$ cat config.mk
export PLATFORM = sky130hd
export DESIGN_NAME = brightness_contrast_pixel_map
export DESIGN_NICKNAME = d
export VERILOG_FILES = /design/src/hdl/bcpm_pkg.sv /design/src/hdl/bcpm_cfg.sv /design/src/hdl/bcpm_chan.sv /design/src/hdl/brightness_contrast_pixel_map.sv
export SDC_FILE = /design/constraint.sdc
export NUM_CORES = 2
export LEC_CHECK = 0
export BUFFER_PORTS_ARGS = -buffer_cell sky130_fd_sc_hd__buf_2
export CAP_MARGIN = 15
export CORE_MARGIN = 4
export CORE_UTILIZATION = 44
export DETAILED_ROUTE_END_ITERATION = 6
export PLACE_DENSITY = 0.64
export RECOVER_POWER = 50
export SYNTH_ARGS = -nofsm -noshare
export SYNTH_HDL_FRONTEND = slang
export SYNTH_HIERARCHICAL = 1
export SYNTH_SLANG_ARGS = --single-unit
$ cat constraint.sdc
create_clock -name clk -period 12.55 [get_ports clk]
set_clock_uncertainty 0.05 [all_clocks]
set_input_delay 2.51 -clock clk [delete_from_list [all_inputs] [get_ports clk]]
set_output_delay 2.51 -clock clk [all_outputs]
set_load 0.02 [all_outputs]
$ cat src/hdl/bcpm_pkg.sv
`timescale 1ns / 1ps

package bcpm_pkg;

    localparam int CFG_IDX_W  = 3;
    localparam int CFG_DATA_W = 9;
    localparam int PIX_W      = 24;
    localparam int CHAN_W     = 8;
    localparam int BRIGHT_W   = 9;
    localparam int MULT_W     = 24;
    localparam int Q_W        = 16;
    localparam int KOFF_W     = 16;
    localparam int OFF_W      = 14;
    localparam int SUM_W      = 18;
    localparam int TAB_DEPTH  = 128;
    localparam int RECIP_ONE  = 1 << 23;

    localparam logic [CFG_IDX_W-1:0] REG_BRIGHTNESS   = 3'd0;
    localparam logic [CFG_IDX_W-1:0] REG_CONTRAST     = 3'd1;
    localparam logic [CFG_IDX_W-1:0] REG_ENABLE_RED   = 3'd2;
    localparam logic [CFG_IDX_W-1:0] REG_ENABLE_GREEN = 3'd3;
    localparam logic [CFG_IDX_W-1:0] REG_ENABLE_BLUE  = 3'd4;
    localparam logic [CFG_IDX_W-1:0] REG_PIXEL_FORMAT = 3'd5;

    // Slope for zero contrast: x * 2^16 >> 16 is the identity.
    localparam logic [MULT_W-1:0] MULT_RESET = 24'h01_0000;

    typedef struct packed {
        logic s1;
        logic s2;
        logic s3;
    } bcpm_adv_t;

    typedef struct packed {
        logic [MULT_W-1:0]   mult;
        logic [KOFF_W-1:0]   koff;
        logic [BRIGHT_W-1:0] bright;
        logic                en_r;
        logic                en_g;
        logic                en_b;
        logic                fmt;
    } bcpm_cfg_t;

endpackage

$ cat src/hdl/bcpm_cfg.sv
`timescale 1ns / 1ps

module bcpm_cfg
(
    input  logic                               clk,
    input  logic                               rst_n,
    input  logic                               cfg_wr_en,
    input  logic [bcpm_pkg::CFG_IDX_W-1:0]     cfg_index,
    input  logic [bcpm_pkg::CFG_DATA_W-1:0]    cfg_data,
    output bcpm_pkg::bcpm_cfg_t                cfg
);

    logic [bcpm_pkg::MULT_W-1:0] recip_tab [bcpm_pkg::TAB_DEPTH];
    logic [bcpm_pkg::OFF_W-1:0]  off_tab   [bcpm_pkg::TAB_DEPTH];

    // Positive contrast k: slope ceil(2^23 / (128 - k)), offset floor(128k / (128 - k)).
    for (genvar i = 0; i < bcpm_pkg::TAB_DEPTH; i++)
    begin : g_tab
        localparam int DEN = bcpm_pkg::TAB_DEPTH - i;
        localparam int RCP = (bcpm_pkg::RECIP_ONE + DEN - 1) / DEN;
        localparam int OFS = (i * bcpm_pkg::TAB_DEPTH) / DEN;
        assign recip_tab[i] = bcpm_pkg::MULT_W'(RCP);
        assign off_tab[i]   = bcpm_pkg::OFF_W'(OFS);
    end

    bcpm_pkg::bcpm_cfg_t cfg_reg;
    bcpm_pkg::bcpm_cfg_t cfg_next;
    logic [6:0]          k_idx;

    assign k_idx = cfg_data[6:0];

    always_comb
    begin
        cfg_next = cfg_reg;
        if (cfg_wr_en)
        begin
            unique case (cfg_index)
                bcpm_pkg::REG_BRIGHTNESS:
                begin
                    cfg_next.bright = cfg_data;
                end
                bcpm_pkg::REG_CONTRAST:
                begin
                    if (!cfg_data[7])
                    begin
                        cfg_next.mult = recip_tab[k_idx];
                        cfg_next.koff = bcpm_pkg::KOFF_W'(-$signed({1'b0, off_tab[k_idx]}));
                    end
                    else
                    begin
                        // Negative k: slope (128 + k) * 2^9, offset -k.
                        cfg_next.mult = bcpm_pkg::MULT_W'({k_idx, 9'b0});
                        cfg_next.koff = bcpm_pkg::KOFF_W'(9'd128 - {2'b00, k_idx});
                    end
                end
                bcpm_pkg::REG_ENABLE_RED:   cfg_next.en_r = cfg_data[0];
                bcpm_pkg::REG_ENABLE_GREEN: cfg_next.en_g = cfg_data[0];
                bcpm_pkg::REG_ENABLE_BLUE:  cfg_next.en_b = cfg_data[0];
                bcpm_pkg::REG_PIXEL_FORMAT: cfg_next.fmt  = cfg_data[0];
                default:                    cfg_next = cfg_reg;
            endcase
        end
    end

    always_ff @(posedge clk or negedge rst_n)
    begin
        if (!rst_n)
        begin
            cfg_reg.mult   <= bcpm_pkg::MULT_RESET;
            cfg_reg.koff   <= '0;
            cfg_reg.bright <= '0;
            cfg_reg.en_r   <= 1'b1;
            cfg_reg.en_g   <= 1'b1;
            cfg_reg.en_b   <= 1'b1;
            cfg_reg.fmt    <= 1'b0;
        end
        else
        begin
            cfg_reg <= cfg_next;
        end
    end

    assign cfg = cfg_reg;

endmodule

$ cat src/hdl/bcpm_chan.sv
`timescale 1ns / 1ps

module bcpm_chan
(
    input  logic                          clk,
    input  bcpm_pkg::bcpm_adv_t           adv,
    input  bcpm_pkg::bcpm_cfg_t           cfg,
    input  logic [bcpm_pkg::CHAN_W-1:0]   x_in,
    output logic [bcpm_pkg::CHAN_W-1:0]   y_out
);

    logic [bcpm_pkg::CHAN_W-1:0]              x_reg;
    logic [bcpm_pkg::Q_W-1:0]                 q_reg;
    logic [bcpm_pkg::Q_W-1:0]                 q_next;
    logic signed [bcpm_pkg::SUM_W-1:0]        sum_reg;
    logic signed [bcpm_pkg::SUM_W-1:0]        sum_next;
    logic [bcpm_pkg::CHAN_W+bcpm_pkg::MULT_W-1:0] prod;

    assign prod   = x_reg * cfg.mult;
    assign q_next = prod[bcpm_pkg::Q_W +: bcpm_pkg::Q_W];

    assign sum_next = $signed({2'b00, q_reg})
                    + bcpm_pkg::SUM_W'($signed(cfg.koff))
                    + bcpm_pkg::SUM_W'($signed(cfg.bright));

    always_ff @(posedge clk)
    begin
        if (adv.s1)
        begin
            x_reg <= x_in;
        end
        if (adv.s2)
        begin
            q_reg <= q_next;
        end
        if (adv.s3)
        begin
            sum_reg <= sum_next;
        end
    end

    // Clamp to 0..255.
    always_comb
    begin
        priority if (sum_reg[bcpm_pkg::SUM_W-1])
        begin
            y_out = '0;
        end
        else if (|sum_reg[bcpm_pkg::SUM_W-2:bcpm_pkg::CHAN_W])
        begin
            y_out = '1;
        end
        else
        begin
            y_out = sum_reg[bcpm_pkg::CHAN_W-1:0];
        end
    end

endmodule

$ cat src/hdl/brightness_contrast_pixel_map.sv
`timescale 1ns / 1ps
// Channel   Signals                           Fields (low bit up)
// s_*       tvalid tready tdata[23:0] tlast   tdata: pixel_in; tlast: last_in
// m_*       tvalid tready tdata[23:0] tlast   tdata: pixel_out; tlast: last_out
// cfg_*     wr_en index[2:0] data[8:0]        register i at index i
//
// One word per cycle unless m_tready stalls, through four register stages: unpack,
// 8x24 multiply, offset add, clamp and pack. An accepted word passes all four to m_*.
// Ready ripples back from m_tready through the stage valids, so bubbles close up;
// s_tready drops only while all four stages hold words and m_tready is low.
// Reset clears the valid bits and loads register defaults.

module brightness_contrast_pixel_map
(
    input  logic                              clk,
    input  logic                              rst_n,
    input  logic                              s_tvalid,
    output logic                              s_tready,
    input  logic [bcpm_pkg::PIX_W-1:0]        s_tdata,   // pixel_in
    input  logic                              s_tlast,   // last_in
    output logic                              m_tvalid,
    input  logic                              m_tready,
    output logic [bcpm_pkg::PIX_W-1:0]        m_tdata,   // pixel_out
    output logic                              m_tlast,   // last_out
    input  logic                              cfg_wr_en,
    input  logic [bcpm_pkg::CFG_IDX_W-1:0]    cfg_index,
    input  logic [bcpm_pkg::CFG_DATA_W-1:0]   cfg_data
);

    bcpm_pkg::bcpm_cfg_t cfg;
    bcpm_pkg::bcpm_adv_t adv;

    logic v1_reg, v2_reg, v3_reg, out_valid_reg;
    logic ready_out, ready3, ready2, ready1;

    logic [bcpm_pkg::PIX_W-1:0] raw1_reg, raw2_reg, raw3_reg, pix_out_reg, pix_out_next;
    logic                       last1_reg, last2_reg, last3_reg, last_out_reg;

    logic [bcpm_pkg::CHAN_W-1:0] xr, xg, xb, yr, yg, yb;

    bcpm_cfg u_cfg
    (
        .clk       (clk),
        .rst_n     (rst_n),
        .cfg_wr_en (cfg_wr_en),
        .cfg_index (cfg_index),
        .cfg_data  (cfg_data),
        .cfg       (cfg)
    );

    assign ready_out = !out_valid_reg || m_tready;
    assign ready3    = !v3_reg || ready_out;
    assign ready2    = !v2_reg || ready3;
    assign ready1    = !v1_reg || ready2;
    assign s_tready  = ready1;

    assign adv.s1 = ready1;
    assign adv.s2 = ready2;
    assign adv.s3 = ready3;

    // Widen RGB565 fields to 8 bits, or take the three bytes of the 24-bit pixel as they are.
    assign xr = cfg.fmt ? {s_tdata[15:11], 3'b000} : s_tdata[23:16];
    assign xg = cfg.fmt ? {s_tdata[10:5], 2'b00}   : s_tdata[15:8];
    assign xb = cfg.fmt ? {s_tdata[4:0], 3'b000}   : s_tdata[7:0];

    bcpm_chan u_red   (.clk(clk), .adv(adv), .cfg(cfg), .x_in(xr), .y_out(yr));
    bcpm_chan u_green (.clk(clk), .adv(adv), .cfg(cfg), .x_in(xg), .y_out(yg));
    bcpm_chan u_blue  (.clk(clk), .adv(adv), .cfg(cfg), .x_in(xb), .y_out(yb));

    always_comb
    begin
        if (cfg.fmt)
        begin
            pix_out_next = {8'h00,
                            cfg.en_r ? yr[7:3] : raw3_reg[15:11],
                            cfg.en_g ? yg[7:2] : raw3_reg[10:5],
                            cfg.en_b ? yb[7:3] : raw3_reg[4:0]};
        end
        else
        begin
            pix_out_next = {cfg.en_r ? yr : raw3_reg[23:16],
                            cfg.en_g ? yg : raw3_reg[15:8],
                            cfg.en_b ? yb : raw3_reg[7:0]};
        end
    end

    always_ff @(posedge clk or negedge rst_n)
    begin
        if (!rst_n)
        begin
            v1_reg        <= 1'b0;
            v2_reg        <= 1'b0;
            v3_reg        <= 1'b0;
            out_valid_reg <= 1'b0;
        end
        else
        begin
            if (ready1)
            begin
                v1_reg <= s_tvalid;
            end
            if (ready2)
            begin
                v2_reg <= v1_reg;
            end
            if (ready3)
            begin
                v3_reg <= v2_reg;
            end
            if (ready_out)
            begin
                out_valid_reg <= v3_reg;
            end
        end
    end

    always_ff @(posedge clk)
    begin
        if (ready1)
        begin
            raw1_reg  <= s_tdata;
            last1_reg <= s_tlast;
        end
        if (ready2)
        begin
            raw2_reg  <= raw1_reg;
            last2_reg <= last1_reg;
        end
        if (ready3)
        begin
            raw3_reg  <= raw2_reg;
            last3_reg <= last2_reg;
        end
        if (ready_out)
        begin
            pix_out_reg  <= pix_out_next;
            last_out_reg <= last3_reg;
        end
    end

    assign m_tvalid = out_valid_reg;
    assign m_tdata  = pix_out_reg;
    assign m_tlast  = last_out_reg;

endmodule

=== Yosys cells after proc, flatten, opt, wreduce, memory -nomap -nowiden ===
Memory sizes are Yosys's and may differ from the RTL's.
Cells that the tools add are included.

* Register bits after elaboration: 283
* Memory bits (read-only): 4,864
* Output and inout port bits: 27
* Memories kept: 2

{| class="wikitable"
|+ Memories
! name !! depth !! bits a word !! rd ports !! clocked after memory_dff !! wr ports !! RTL line !! RTL
|-
| (no name shown) || 128 || 24 || 1 || 0 || 0 || bcpm_cfg.sv:46 || <nowiki>cfg_next.mult = recip_tab[k_idx];</nowiki>
|-
| (no name shown) || 128 || 14 || 1 || 0 || 0 || bcpm_cfg.sv:47 || <nowiki>cfg_next.koff = bcpm_pkg::KOFF_W'(-$signed({1'b0, off_tab[k_idx]}));</nowiki>
|}

* Add/subtract/negate cells: 8
* Multipliers: 3
* Magnitude comparators: 1
* Equal/unequal tests: 5
* Muxes and demuxes: 21
* Bitwise operators: 1
* Reductions and logical operators: 18

{| class="wikitable"
|+ Operator list
! operator !! number
|-
| 8-bit by 24-bit multiplier with 32-bit output || 3
|-
| 8-bit 2-to-1 mux || 12
|-
| 17-bit by 16-bit adder with 18-bit output || 3
|-
| 18-bit by 9-bit adder with 18-bit output || 3
|-
| 24-bit 2-to-1 mux || 2
|-
| 40-bit 2-to-1 mux || 1
|-
| 14-bit 2-to-1 mux || 2
|-
| 9-bit OR reduction || 3
|-
| 16-bit 2-to-1 mux || 1
|-
| 14-bit negator with 16-bit output || 1
|-
| 2-bit AND reduction || 6
|-
| 5-bit 2-to-1 mux || 2
|-
| 8-bit by 7-bit subtractor with 9-bit output (first input constant) || 1
|-
| 8-bit greater-or-equal comparator (second input constant) || 1
|-
| 7-bit NOT with 8-bit output || 1
|-
| 3-bit by 2-bit == test with 1-bit output (second input constant) || 2
|-
| 3-bit == test (second input constant) || 2
|-
| 6-bit 2-to-1 mux || 1
|-
| 1-bit logical NOT || 4
|-
| 1-bit logical OR || 4
|-
| 3-bit by 1-bit == test with 1-bit output (second input constant) || 1
|-
| 3-bit logical NOT || 1
|}

=== Depth between registers and ports, before layout ===
* Depth in word-level cells: 6
* Gate-level depth with buffers: 19
* Gate-level depth less buffers: 18

=== Cells and area by module ===
The synthesis kept the hierarchy.

{| class="wikitable"
|+ By module, submodules not included
! module !! instances !! cells an instance !! area an instance (sq um) !! seq. area each (sq um)
|-
| bcpm_chan (u_blue) || 1 || 866 || 8,240.4 || 1,261.2
|-
| bcpm_chan (u_red) || 1 || 828 || 8,112.8 || 1,261.2
|-
| bcpm_chan (u_green) || 1 || 811 || 8,071.5 || 1,261.2
|-
| bcpm_cfg || 1 || 759 || 5,799.3 || 1,331.3
|-
| brightness_contrast_pixel_map || 1 || 211 || 4,011.3 || 3,103.0
|}

=== Least setup slack after synthesis ===
No wires, ideal clock.

* Path type: input to output
* Start point: input port m_tready
* End point: output port s_tready
* Arrival: 4.231 ns
* Data required time: 9.990 ns
* Path slack: 5.759 ns
* Stages: 2
* Cell sequence: nor2b_1 nand4_1

* Cells in the longest elaborated chain, start to end: 4

{| class="wikitable"
|+ Ends and longest elaborated chain
! element !! RTL line !! RTL
|-
| start, declared || brightness_contrast_pixel_map.sv:22 || <nowiki>input logic m_tready,</nowiki>
|-
| 1-bit logical OR || brightness_contrast_pixel_map.sv:51 || <nowiki>assign ready_out = !out_valid_reg || m_tready;</nowiki>
|-
| 1-bit logical OR || brightness_contrast_pixel_map.sv:52 || <nowiki>assign ready3 = !v3_reg || ready_out;</nowiki>
|-
| 1-bit logical OR || brightness_contrast_pixel_map.sv:53 || <nowiki>assign ready2 = !v2_reg || ready3;</nowiki>
|-
| 1-bit logical OR || brightness_contrast_pixel_map.sv:54 || <nowiki>assign ready1 = !v1_reg || ready2;</nowiki>
|-
| end, declared || brightness_contrast_pixel_map.sv:18 || <nowiki>output logic s_tready,</nowiki>
|}

Every way passes these cells.

=== Worst setup path after layout ===
* Start point: input port cfg_data[0] (netlist name)
* End point: register u_cfg.cfg_reg (netlist bit u_cfg/cfg[17])

* Cells in the longest elaborated chain, start to end: 6

{| class="wikitable"
|+ Ends and longest elaborated chain
! element !! RTL line !! RTL
|-
| start, declared || brightness_contrast_pixel_map.sv:27 || <nowiki>input logic [bcpm_pkg::CFG_DATA_W-1:0] cfg_data</nowiki>
|-
| 7-bit NOT with 8-bit output (not written as such) || bcpm_cfg.sv:47 ||
|-
| memory read 128 x 14 bit || n/a ||
|-
| 14-bit 2-to-1 mux (not written as such) (2 in a row) || bcpm_cfg.sv:47 ||
|-
| 14-bit negator with 16-bit output || bcpm_cfg.sv:47 ||
|-
| 40-bit 2-to-1 mux (*) || bcpm_cfg.sv:44 || <nowiki>if (!cfg_data[7])</nowiki>
|-
| end signal, assigned || bcpm_cfg.sv:79 || <nowiki>cfg_reg <= cfg_next;</nowiki>
|-
| end, declared || bcpm_cfg.sv:26 || <nowiki>bcpm_pkg::bcpm_cfg_t cfg_reg;</nowiki>
|}

Mark *: on every way between the ends. The rest lies on a longest branch, timed or not. The select of a mux whose other input is x is not followed.
A chain may end at the register's enable or synchronous reset.

==> results.yml <==
run:
  maxCapViolCount: 3
setup_path:
  worstSetupPathType: "input pin to flip-flop"
  start_kind: "input pin"
  critPathArrivalTime_ns: 7.42
  end_kind: "flip-flop"
  critPathTopFamily: "buffers and inverters"
  crit_required_ns: 13.02
  crit_fanout: 23
  cp_cell_sequence: "clkbuf_1, clkinv_1, ha_1, nand2_1, a32o_1, a21oi_1, a211oi_2, ha_1, and4bb_4, and2_4, or3_1, o211ai_2"
  cp_num_buf_inv: 2
  slowest_delay_ns: 0.98
  cp_slowest_cell: "ha_1"
  critPathMostFrequentCell: "ha_1"
clock_network:
  post_cts_buffers: 0
  clockRootBuffer: "clkbuf_16"
  cts.sinks: 283
  tritoncts: "built"
  numCtsBuffers: 31
  post_cts_resized: 0
  cts.clk_slew.worst_paths_ns: 0.06
  clock_path_buffers: 3
  cts_max_level: 1
  clock_latency_ns: 0.61
  cts_hold_buf: 0
global_route:
  grt.total_usage_pct: 23.5
  grt_pass1_vias: 25403
  grt_max_degree: 74
  grt_pass1_wl_um: 151000
  antenna_found_initial: 0
  grt_overflow: 0
finish:
  num-nets-final: 4177
  final_cell_mix: "inv_1 (460), fa_1 (447), and2_1 (433)"
  largest_reg_flops: 53
  design_area_um2: 36400
  area_delta_synth_final_pct: 6.22
  drive_gt1_share_pct: 6.95
  final_common_cell: "inv_1"
  nFillCells: 7342
route:
  antenna_left: 0
  vias: 25406
  drc_errors: 1
  wl_per_cell_um: 21.3
  drt-total-wl_um: 96600
  viasPerCell: 5.60
  dr.pass1.iters: 7
  first_iter_violations: 2260
logic_synthesis:
  ys.flop_type: "edfxtp_1"
  syn_inst: 3475
  syn_nets: 4182
  synth-compound-area-share_pct: 11.9
  yosysWarnings: 6
  ys_ff_latch: 283
  synth-edff-count: 226
  synthArstFlopShare_pct: 20.1
  synthAdderAreaFrac_pct: 34.1
  synth_top_family_by_area: "adder cells"
  synthMuxAreaShare_pct: 2.64
  synth-xor-area-share_pct: 2.35
  seq_area_frac_synth_pct: 24.0
  syn_area_um2: 34200
  yosysUniqueCellTypes: 109
  yosys.area_share.simple_pct: 17.5
  avgSynthCellArea_um2: 9.85
place:
  dp_slack_ns: 5.88
  hpwl_um: 69800
  place_area_um2: 35400
  port_buffers: 68
  gp_congestion: 1.00
timing:
  hold_viol_final: 0
  fin_ws_ns: 5.60
  worst_slew_pin_slew_ns: 3.54
  max_freq_mhz: 144
  rsz0062_at_grt: "false"
  final-setup-viol-count: 0
  slew_headroom_pct: -136
  drv_slew: 140
  min_period_ns: 6.95
  fin_crit_sh_pct: 55.4
  fin_setup_tns_ns: 0
die:
  die_area_um2: 82300
  fp.dieH_um: 287
  rows: 102
  start_util_pct: 44.3
  core_area_um2: 77300
  ios: 69
  die_w_um: 287
outcome:
  status: "finished with violations"
  failed_checks: "design-rule violations, max-capacitance violations, max-slew violations"
power_and_ir_drop:
  vdd_drop_max_mv: 0.130
  cellPowerDensity_nw_per_um2: 191
  p_leak_nw: 16.8
  fin_total_pwr_mw: 6.93
worst_hold_path:
  hold_class: "flip-flop to flip-flop"
[routing by layer]
metal	up-vias	routed length (µm)	GRT usage, %
met3	146	7740	4.69
li1	11542	-	-
met2	1008	42800	36.3
met4	0	2480	5.43
met5	-	0	0
met1	12710	43700	34.1
[logic make-up (layout without fill, tap and decap cells)]
group                      Yosys count  in the layout
muxes                               80             80
DFF                                283            283
adders and majority gates          665            665
buffers and inverters              619            639
xor gates and xnor gates            92             92
AOI/OAI and AO/OA                  610            610
other                                0              1
and+or+nand+nor                   1126           1126
[path summary, 6_finish.rpt]
path | start | end | slack (ns) | cells past startpoint
setup / recovery | cfg_data[0] | u_cfg/cfg[17]$_DFFE_PN0P_ | 5.60 | 12
hold / removal | raw2_reg[5]$_DFFE_PP_ | raw3_reg[5]$_DFFE_PP_ | 0.36 | 0
setup reg to reg | u_cfg/cfg[41]$_DFFE_PN0P_ | u_blue/q_reg[15]$_DFFE_PP_ | 6.68 | 15
hold reg to reg | raw2_reg[5]$_DFFE_PP_ | raw3_reg[5]$_DFFE_PP_ | 0.36 | 0
max in group asynchronous | rst_n | u_cfg/cfg[0]$_DFFE_PN0P_ | 7.38 | 2
min in group asynchronous | rst_n | u_cfg/cfg[12]$_DFFE_PN0P_ | 3.03 | 2
[final cells by class]
class	count	area [µm²]	share of cell area (%)
multi-input combinational	2573	23500	64.5
sequential	283	8220	22.6
inverter	464	1740	4.79
tap	1040	1300	3.58
clock buffer	35	791	2.17
timing repair buffer	117	656	1.80
clock inverter	23	203	0.557
antenna	1	2.50	0.00688
[per-stage QoR]
step	hold slack, ns	cells	util (%)
after floorplan	0.350	3475	-
after CTS	0.368	4533	47.1
after global routing	0.372	4535	47.0
final	0.365	4536	47.0
after global placement	0.351	4475	45.8
after detailed placement	0.355	4475	45.8
[synthesized netlist by cell type, types with 32 or more instances]
cell type	instances	area, µm²
clkbuf_1	77	289
nand3_1	43	215
dfrtp_1	53	1330
edfxtp_1	226	6790
a21o_1	44	330
ha_1	218	2730
nor3_1	40	200
xnor2_1	60	526
and2_1	433	2710
a21oi_1	188	941
inv_1	460	1730
o21ai_0	108	541
nor2_1	138	518
buf_2	39	195
nand2_1	298	1120
mux2i_1	47	470
fa_1	447	8950
xor2_1	32	280
[report_power, final]
part	internal, mW	switching [mW]	total (mW)
logic	1.70	2.64	4.34
registers	1.44	0.253	1.70
clock network	0.498	0.400	0.898
total	3.64	3.29	6.93
Note: power is estimated with default switching activity, not from simulation.
